### src/hdl/mepq_pkg.sv
// Shared types and constants for the monotone event priority queue.
package mepq_pkg;

    localparam int CAPACITY_DEF   = 1024;
    localparam int INDEX_BITS_DEF = 16;
    localparam int KEY_W          = 64;
    localparam int PORT_IDX_W     = 16;
    localparam int OCC_W          = 11;

    typedef enum logic [1:0] {
        ST_OK    = 2'd0,
        ST_EMPTY = 2'd1,
        ST_LATE  = 2'd2,
        ST_FULL  = 2'd3
    } status_t;

    // Per-cycle command broadcast to every cell of the chain.
    typedef struct packed {
        logic push;
        logic pop;
    } cell_ctrl_t;

endpackage

### src/hdl/mepq_cell.sv
// One cell of the sorted chain: holds one event, shifts right on insert, left on pop.
module mepq_cell
    import mepq_pkg::*;
#(
    parameter int INDEX_BITS = INDEX_BITS_DEF
)
(
    input  logic                  clk,
    input  logic                  rst_n,
    input  cell_ctrl_t            ctrl,
    input  logic [KEY_W-1:0]      new_key,
    input  logic [INDEX_BITS-1:0] new_idx,
    input  logic                  left_valid,
    input  logic [KEY_W-1:0]      left_key,
    input  logic [INDEX_BITS-1:0] left_idx,
    input  logic                  left_lt,
    input  logic                  right_valid,
    input  logic [KEY_W-1:0]      right_key,
    input  logic [INDEX_BITS-1:0] right_idx,
    output logic                  cell_valid,
    output logic [KEY_W-1:0]      cell_key,
    output logic [INDEX_BITS-1:0] cell_idx,
    output logic                  cell_lt
);

    logic                  valid_reg;
    logic                  valid_next;
    logic [KEY_W-1:0]      key_reg;
    logic [KEY_W-1:0]      key_next;
    logic [INDEX_BITS-1:0] idx_reg;
    logic [INDEX_BITS-1:0] idx_next;

    // new event sorts before this cell's event (empty cell counts as infinite)
    assign cell_lt = !valid_reg || (new_key < key_reg) ||
                     ((new_key == key_reg) && (new_idx < idx_reg));

    always_comb
    begin
        valid_next = valid_reg;
        key_next   = key_reg;
        idx_next   = idx_reg;
        if (ctrl.pop)
        begin
            valid_next = right_valid;
            key_next   = right_key;
            idx_next   = right_idx;
        end
        else if (ctrl.push)
        begin
            if (left_lt)
            begin
                valid_next = left_valid;
                key_next   = left_key;
                idx_next   = left_idx;
            end
            else if (cell_lt)
            begin
                valid_next = 1'b1;
                key_next   = new_key;
                idx_next   = new_idx;
            end
        end
    end

    always_ff @(posedge clk or negedge rst_n)
    begin
        if (!rst_n)
        begin
            valid_reg <= 1'b0;
        end
        else
        begin
            valid_reg <= valid_next;
        end
    end

    always_ff @(posedge clk)
    begin
        key_reg <= key_next;
        idx_reg <= idx_next;
    end

    assign cell_valid = valid_reg;
    assign cell_key   = key_reg;
    assign cell_idx   = idx_reg;

endmodule
### config.mk
export PLATFORM = sky130hd
export DESIGN_NAME = mepq_cell
export DESIGN_NICKNAME = d
export VERILOG_FILES = /design/src/hdl/mepq_pkg.sv /design/src/hdl/mepq_cell.sv
export SDC_FILE = /design/constraint.sdc
export NUM_CORES = 1
export LEC_CHECK = 0
export BUFFER_PORTS_ARGS = -buffer_cell sky130_fd_sc_hd__buf_2
export CAP_MARGIN = 20
export CORE_AREA = 2 2 129 131
export CTS_CLUSTER_SIZE = 16
export DETAILED_ROUTE_END_ITERATION = 8
export DIE_AREA = 0 0 131 133
export HOLD_SLACK_MARGIN = 0.02
export PLACE_DENSITY = 0.7
export SLEW_MARGIN = 10
export SYNTH_ARGS = -nofsm -noshare
export SYNTH_HDL_FRONTEND = slang
export SYNTH_SLANG_ARGS = --single-unit
### constraint.sdc
create_clock -name clk -period 9.1 [get_ports clk]
set_input_delay 0.455 -clock clk [delete_from_list [all_inputs] [get_ports clk]]
set_output_delay 0.455 -clock clk [all_outputs]
set_load 0.02 [all_outputs]
Word level (Yosys, flattened, before mapping). Index checks and enable logic that the tools add are counted.

Order comparisons: 2. Eq/ne operators: 1. Mux-type cells: 12. Reductions and logical operators: 7.

Operators with widths (number): two-way mux 64 bit (4); == test 64 bit (1); less-than comparator 64 bit (1); two-way mux 16 bit (4); less-than comparator 16 bit (1); two-way mux 1 bit (4); nonzero test 3 bit (1); logical OR 1 bit (2); AND reduction 2 bit (1); nonzero test 2 bit (1); logical AND 1 bit (1); zero test 1 bit (1).

Bits in registers: 81. Output and inout bits: 82. Logic and storage cells: 25.

Longest topological paths before layout.
Depth after elaboration: 7. Gate-level depth with buffers: 9. Depth with buffers taken out: 9.

Worst setup path before layout. OpenSTA, ideal clock, no wires.

Path kind: register to register. Start: register key_reg[33], in the netlist cell_key[33]. End: register idx_reg[0], in the netlist cell_idx[0], enable pin. Library setup time: 468 ps. Data arrival time: 4161 ps. Required time: 8632 ps. Path slack: 4471 ps. Cell stages (with the launch flop): 10. Cells stage by stage: edfxtp_1 -> inv_1 -> ha_1 -> a21o_1 -> a221o_1 -> a221oi_1 -> o21ai_1 -> nand2_1 -> nand3_2 -> a41oi_2.

Cells in the longest elaborated chain, start to end: 5. Elaborated cells between the ends (all ways): 7.

RTL lines: start: declaration (RTL line mepq_cell.sv:28) `logic [KEY_W-1:0] key_reg;`; start signal: assignment (RTL line mepq_cell.sv:79) `key_reg <= key_next;`; less-than comparator 64 bit / == test 64 bit (equally long branches) (RTL line mepq_cell.sv:34, mepq_cell.sv:35); logical OR 1 bit / logical AND 1 bit (equally long branches) (RTL line mepq_cell.sv:34, mepq_cell.sv:35); logical OR 1 bit (*) (RTL line mepq_cell.sv:34) `assign cell_lt = !valid_reg || (new_key < key_reg) ||`; nonzero test 3 bit (no source line) (*); AND reduction 2 bit (no source line) (*); end signal: assignment (RTL line mepq_cell.sv:80) `idx_reg <= idx_next;`; end: declaration (RTL line mepq_cell.sv:30) `logic [INDEX_BITS-1:0] idx_reg;`.

Every way passes the cells marked *; elsewhere a longest branch is shown, timed or not. A chain may end at the register's enable or synchronous reset.

Final worst setup path.
Start: register key_reg[38], in the netlist cell_key[38]. End: output cell_lt.

Cells in the longest elaborated chain, start to end: 3. Elaborated cells between the ends (all ways): 5.

RTL lines: less-than comparator 64 bit / == test 64 bit (equally long branches) (RTL line mepq_cell.sv:34, mepq_cell.sv:35); logical OR 1 bit / logical AND 1 bit (equally long branches) (RTL line mepq_cell.sv:34, mepq_cell.sv:35); logical OR 1 bit (*) (RTL line mepq_cell.sv:34); end: declaration (RTL line mepq_cell.sv:23) `output logic cell_lt`.

Marks and branches as above.

==> reports/results.tsv <==
stage	metric	value	unit
synth	synthAdderAreaFrac	0.160	
sta	slew_violations	0	
clock_network	cts_post_setup_buffers_inserted	0	
synth	yosys.area_share.xor_xnor	0	
floorplanning	floorplan.rows	47	
global_route	wire_length_of_the_first_global_routing_pass	27800	um
synth	post_synth_main_area_contributors	edfxtp_1, ha_1, mux2i_1	
synth	synth_mux_area_frac	0.130	
clock_network	clock_insertion_delay_worst_skew	340	ps
place	finalWeightedCongestion	0.870	
floorplanning	core	0.0162	mm^2
floorplanning	die_height	133	um
run_status	run_status	finished, final reports clean	
global_route	global_route.usage.total	0.208	
synth	synth_largest_area_cell	edfxtp_1	
final_layout	nets	1280	
final_layout	areaGrowthSynthToFinish	34.6	%
synth	leading_cell_type_by_number_of_instances_after_synthesis	nand2_1	
clock_network	cts_tree	built	
critical_path	worst-endpoint-arrival	2610	ps
clock_network	clkSinkCount	81	
synth	synthCells	637	
clock_network	cts-htree-levels	3	
sta	fmax	326	MHz
sta	fin_tns_setup	0	ps
place	dpl-instance-area	0.00802	mm^2
final_layout	layout-drive-gt1-share	0.373	
global_route	antenna_found_initial	1	
synth	postSynthAreaPerCell	9.68	um^2
power_and_ir_drop	p_int	0.807	mW
clock_network	clk_root_buffer_cell	clkbuf_16	
drt	highest_metal_layer_with_signal_wires	met4	
critical_path	critical_path_class	flop to output port	
synth	synth_cell_type_count	41	
place	dp.final_hpwl	15200	um
hold_path	holdCritPathClass	input pin to flop	
power_and_ir_drop	power_per_cell_area	144	mW/mm^2
global_route	via_count_of_the_first_global_routing_pass	5516	
power_and_ir_drop	power_frac_seq	0.404	
power_and_ir_drop	totalPowerFinal	1.20	mW
drt	route.detailed.drc	0	
power_and_ir_drop	p_sw	0.392	mW
critical_path	cp_data_required_time	8650	ps
sta	final_cycle_share	0.337	
synth	yosys_most_used_dff	edfxtp_1	
synth	synth_compound_gate_area_share	0.132	
clock_network	cts_resized	0	
power_and_ir_drop	power_frac_comb	0.308	
sta	final_hold_viol_count	0	
synth	warning_count_from_the_yosys_run	0	
drt	route.layer.met1.wl	8100	um
final_layout	antenna_cells	0	
power_and_ir_drop	clock_power_share	0.289	
critical_path	startpoint_type_of_the_worst_setup_path	flop	
power_and_ir_drop	vdd_drop_max	73.7	uV
power_and_ir_drop	sw_frac_of_total	0.327	
place	port-buffer-count	328	
power_and_ir_drop	leakage	4.32	nW
synth	ys_top_cells_by_count	nand2_1, o21ai_0, edfxtp_1, mux2i_1	
global_route	grt_start_max_net_pins	117	
sta	holdWs	348	ps
drt	met2WireLength	8980	um
drt	detailed_routing_iterations_pass_1	4	
synth	ys_seq_area_frac	0.394	
sta	period_needed	3070	ps
floorplanning	ios	329	
floorplanning	fp.dieW	131	um
synth	synth.ff_latch_count	81	
drt	wire_per_inst	15.9	um
critical_path	worst-path-max-fanout	3	
floorplanning	design.die.area	0.0174	mm^2
sta	maxSlewHeadroom	0.337	
clock_network	tritoncts_buffer_count	9	
synth	asyncSetResetFlopFracSynth	0.0123	
drt	drtAntennaViolNets	0	
drt	vias	5722	
global_route	global_route.overflow_total	0	
drt	postRouteWirelength	18700	um
clock_network	cts.reportedPaths.clkPinSlew	70	ps
drt	routed_met3_length	1060	um
final_layout	layout.cells.non_filler	1179	
synth	synth_simple_gate_area_share	0.118	
clock_network	cts-root-to-sink-buffers	2	
final_layout	design_area	0.00831	mm^2
synth	number_of_enable_flip_flop_cells_after_synthesis	80	
sta	finalClockSkew	9.97	ps
place	placed_cells	1162	
sta	setup_ws	6030	ps
final_layout	final_util	0.514	
floorplanning	starting_density_of_the_core	0.381	
sta	worst-slew-pin-transition	995	ps
drt	detail_route.vias_per_cell	4.85	
synth	mapped_cell_area	0.00617	mm^2
critical_path	crit_path_end_kind	output port	
place	pre_cts_ws	5840	ps
flow_run	max-cap-violations	0	
synth	synth_nets	963	
sta	grt_setup_unrepaired	false	
synth	synth_top_family_by_area	adder cells	
sta	setup_violations	0	
drt	drt-initial-drc-count	192	
synth	synth_top_area_share	0.389	
-- per-layer routing --
layer,vias to the layer above,track usage
met2,219,0.346
li1,2919,-
met5,-,0
met3,41,0.0376
met1,2543,0.263
met4,0,0.0857
-- power groups by stage --
stage	Sequential (mW)	Combinational (mW)	Clock [mW]
after floorplan	0.542	0.169	0
after global placement	0.491	0.365	0
after detailed placement	0.492	0.371	0
after CTS	0.485	0.374	0.353
after global routing	0.489	0.413	0.366
final	0.484	0.369	0.346
-- sequential cells by signal, summed over array words and instances (netlist names) --
| name | count |
|---|---|
| cell_idx | 16 |
| cell_key | 64 |
| cell_valid | 1 |
-- what timing repair did --
item / CTS / global route
setup endpoints to repair: 0 / 0
endpoints found under the hold margin: 1 / 0
hold buffers: 1 / 0
-- cells by family (layout without fill, tap and decap cells) --
kind of cell / Yosys count / after routing
compound gates: 144 / 144
fa+ha+maj: 79 / 79
buf+inv: 106 / 428
flops: 81 / 81
mux: 80 / 80
simple gates: 147 / 147
-- worst max-delay path: stages, from the launching register on --
cell	delay [ps]
edfxtp_1	380
inv_1	60
ha_1	310
and4_1	230
nand4_1	140
nor2_1	350
o2111ai_1	160
and4b_1	260
nand3_2	100
nand3_1	110
buf_2	180
-- layout make-up --
| cell class | instances | area (um^2) |
|---|---|---|
| clock buffer | 12 | 246 |
| clock inverter | 4 | 28.8 |
| fill | 1529 | 7870 |
| inverter | 79 | 297 |
| multi-input combinational | 450 | 3340 |
| sequential | 81 | 2430 |
| tap | 220 | 275 |
| timing repair buffer | 333 | 1690 |
-- placed cells by master (no fill, tap or decap), types with 6 or more instances in the layout --
cell type,netlist,layout
a21o_1,7,7
nand4_1,8,8
inv_1,79,79
buf_2,8,326
nand3_1,6,6
ha_1,79,79
a21oi_1,26,26
clkbuf_16,0,9
mux2i_1,80,80
nand2_1,101,101
nor2_1,11,11
buf_4,0,6
o21ai_0,89,89
edfxtp_1,80,80
-- final timing paths --
kind	from	to	slack, ps	cells after the start
min reg2reg	cell_valid	cell_valid	800	2
min	right_valid	cell_valid	350	3
max	cell_key[38]	cell_lt	6030	10
max reg2reg	cell_key[38]	cell_idx[2]	6040	9
min in group asynchronous	rst_n	cell_valid	410	2
max in group asynchronous	rst_n	cell_valid	8610	2
No activity file was read; power rests on OpenSTA's default activity.
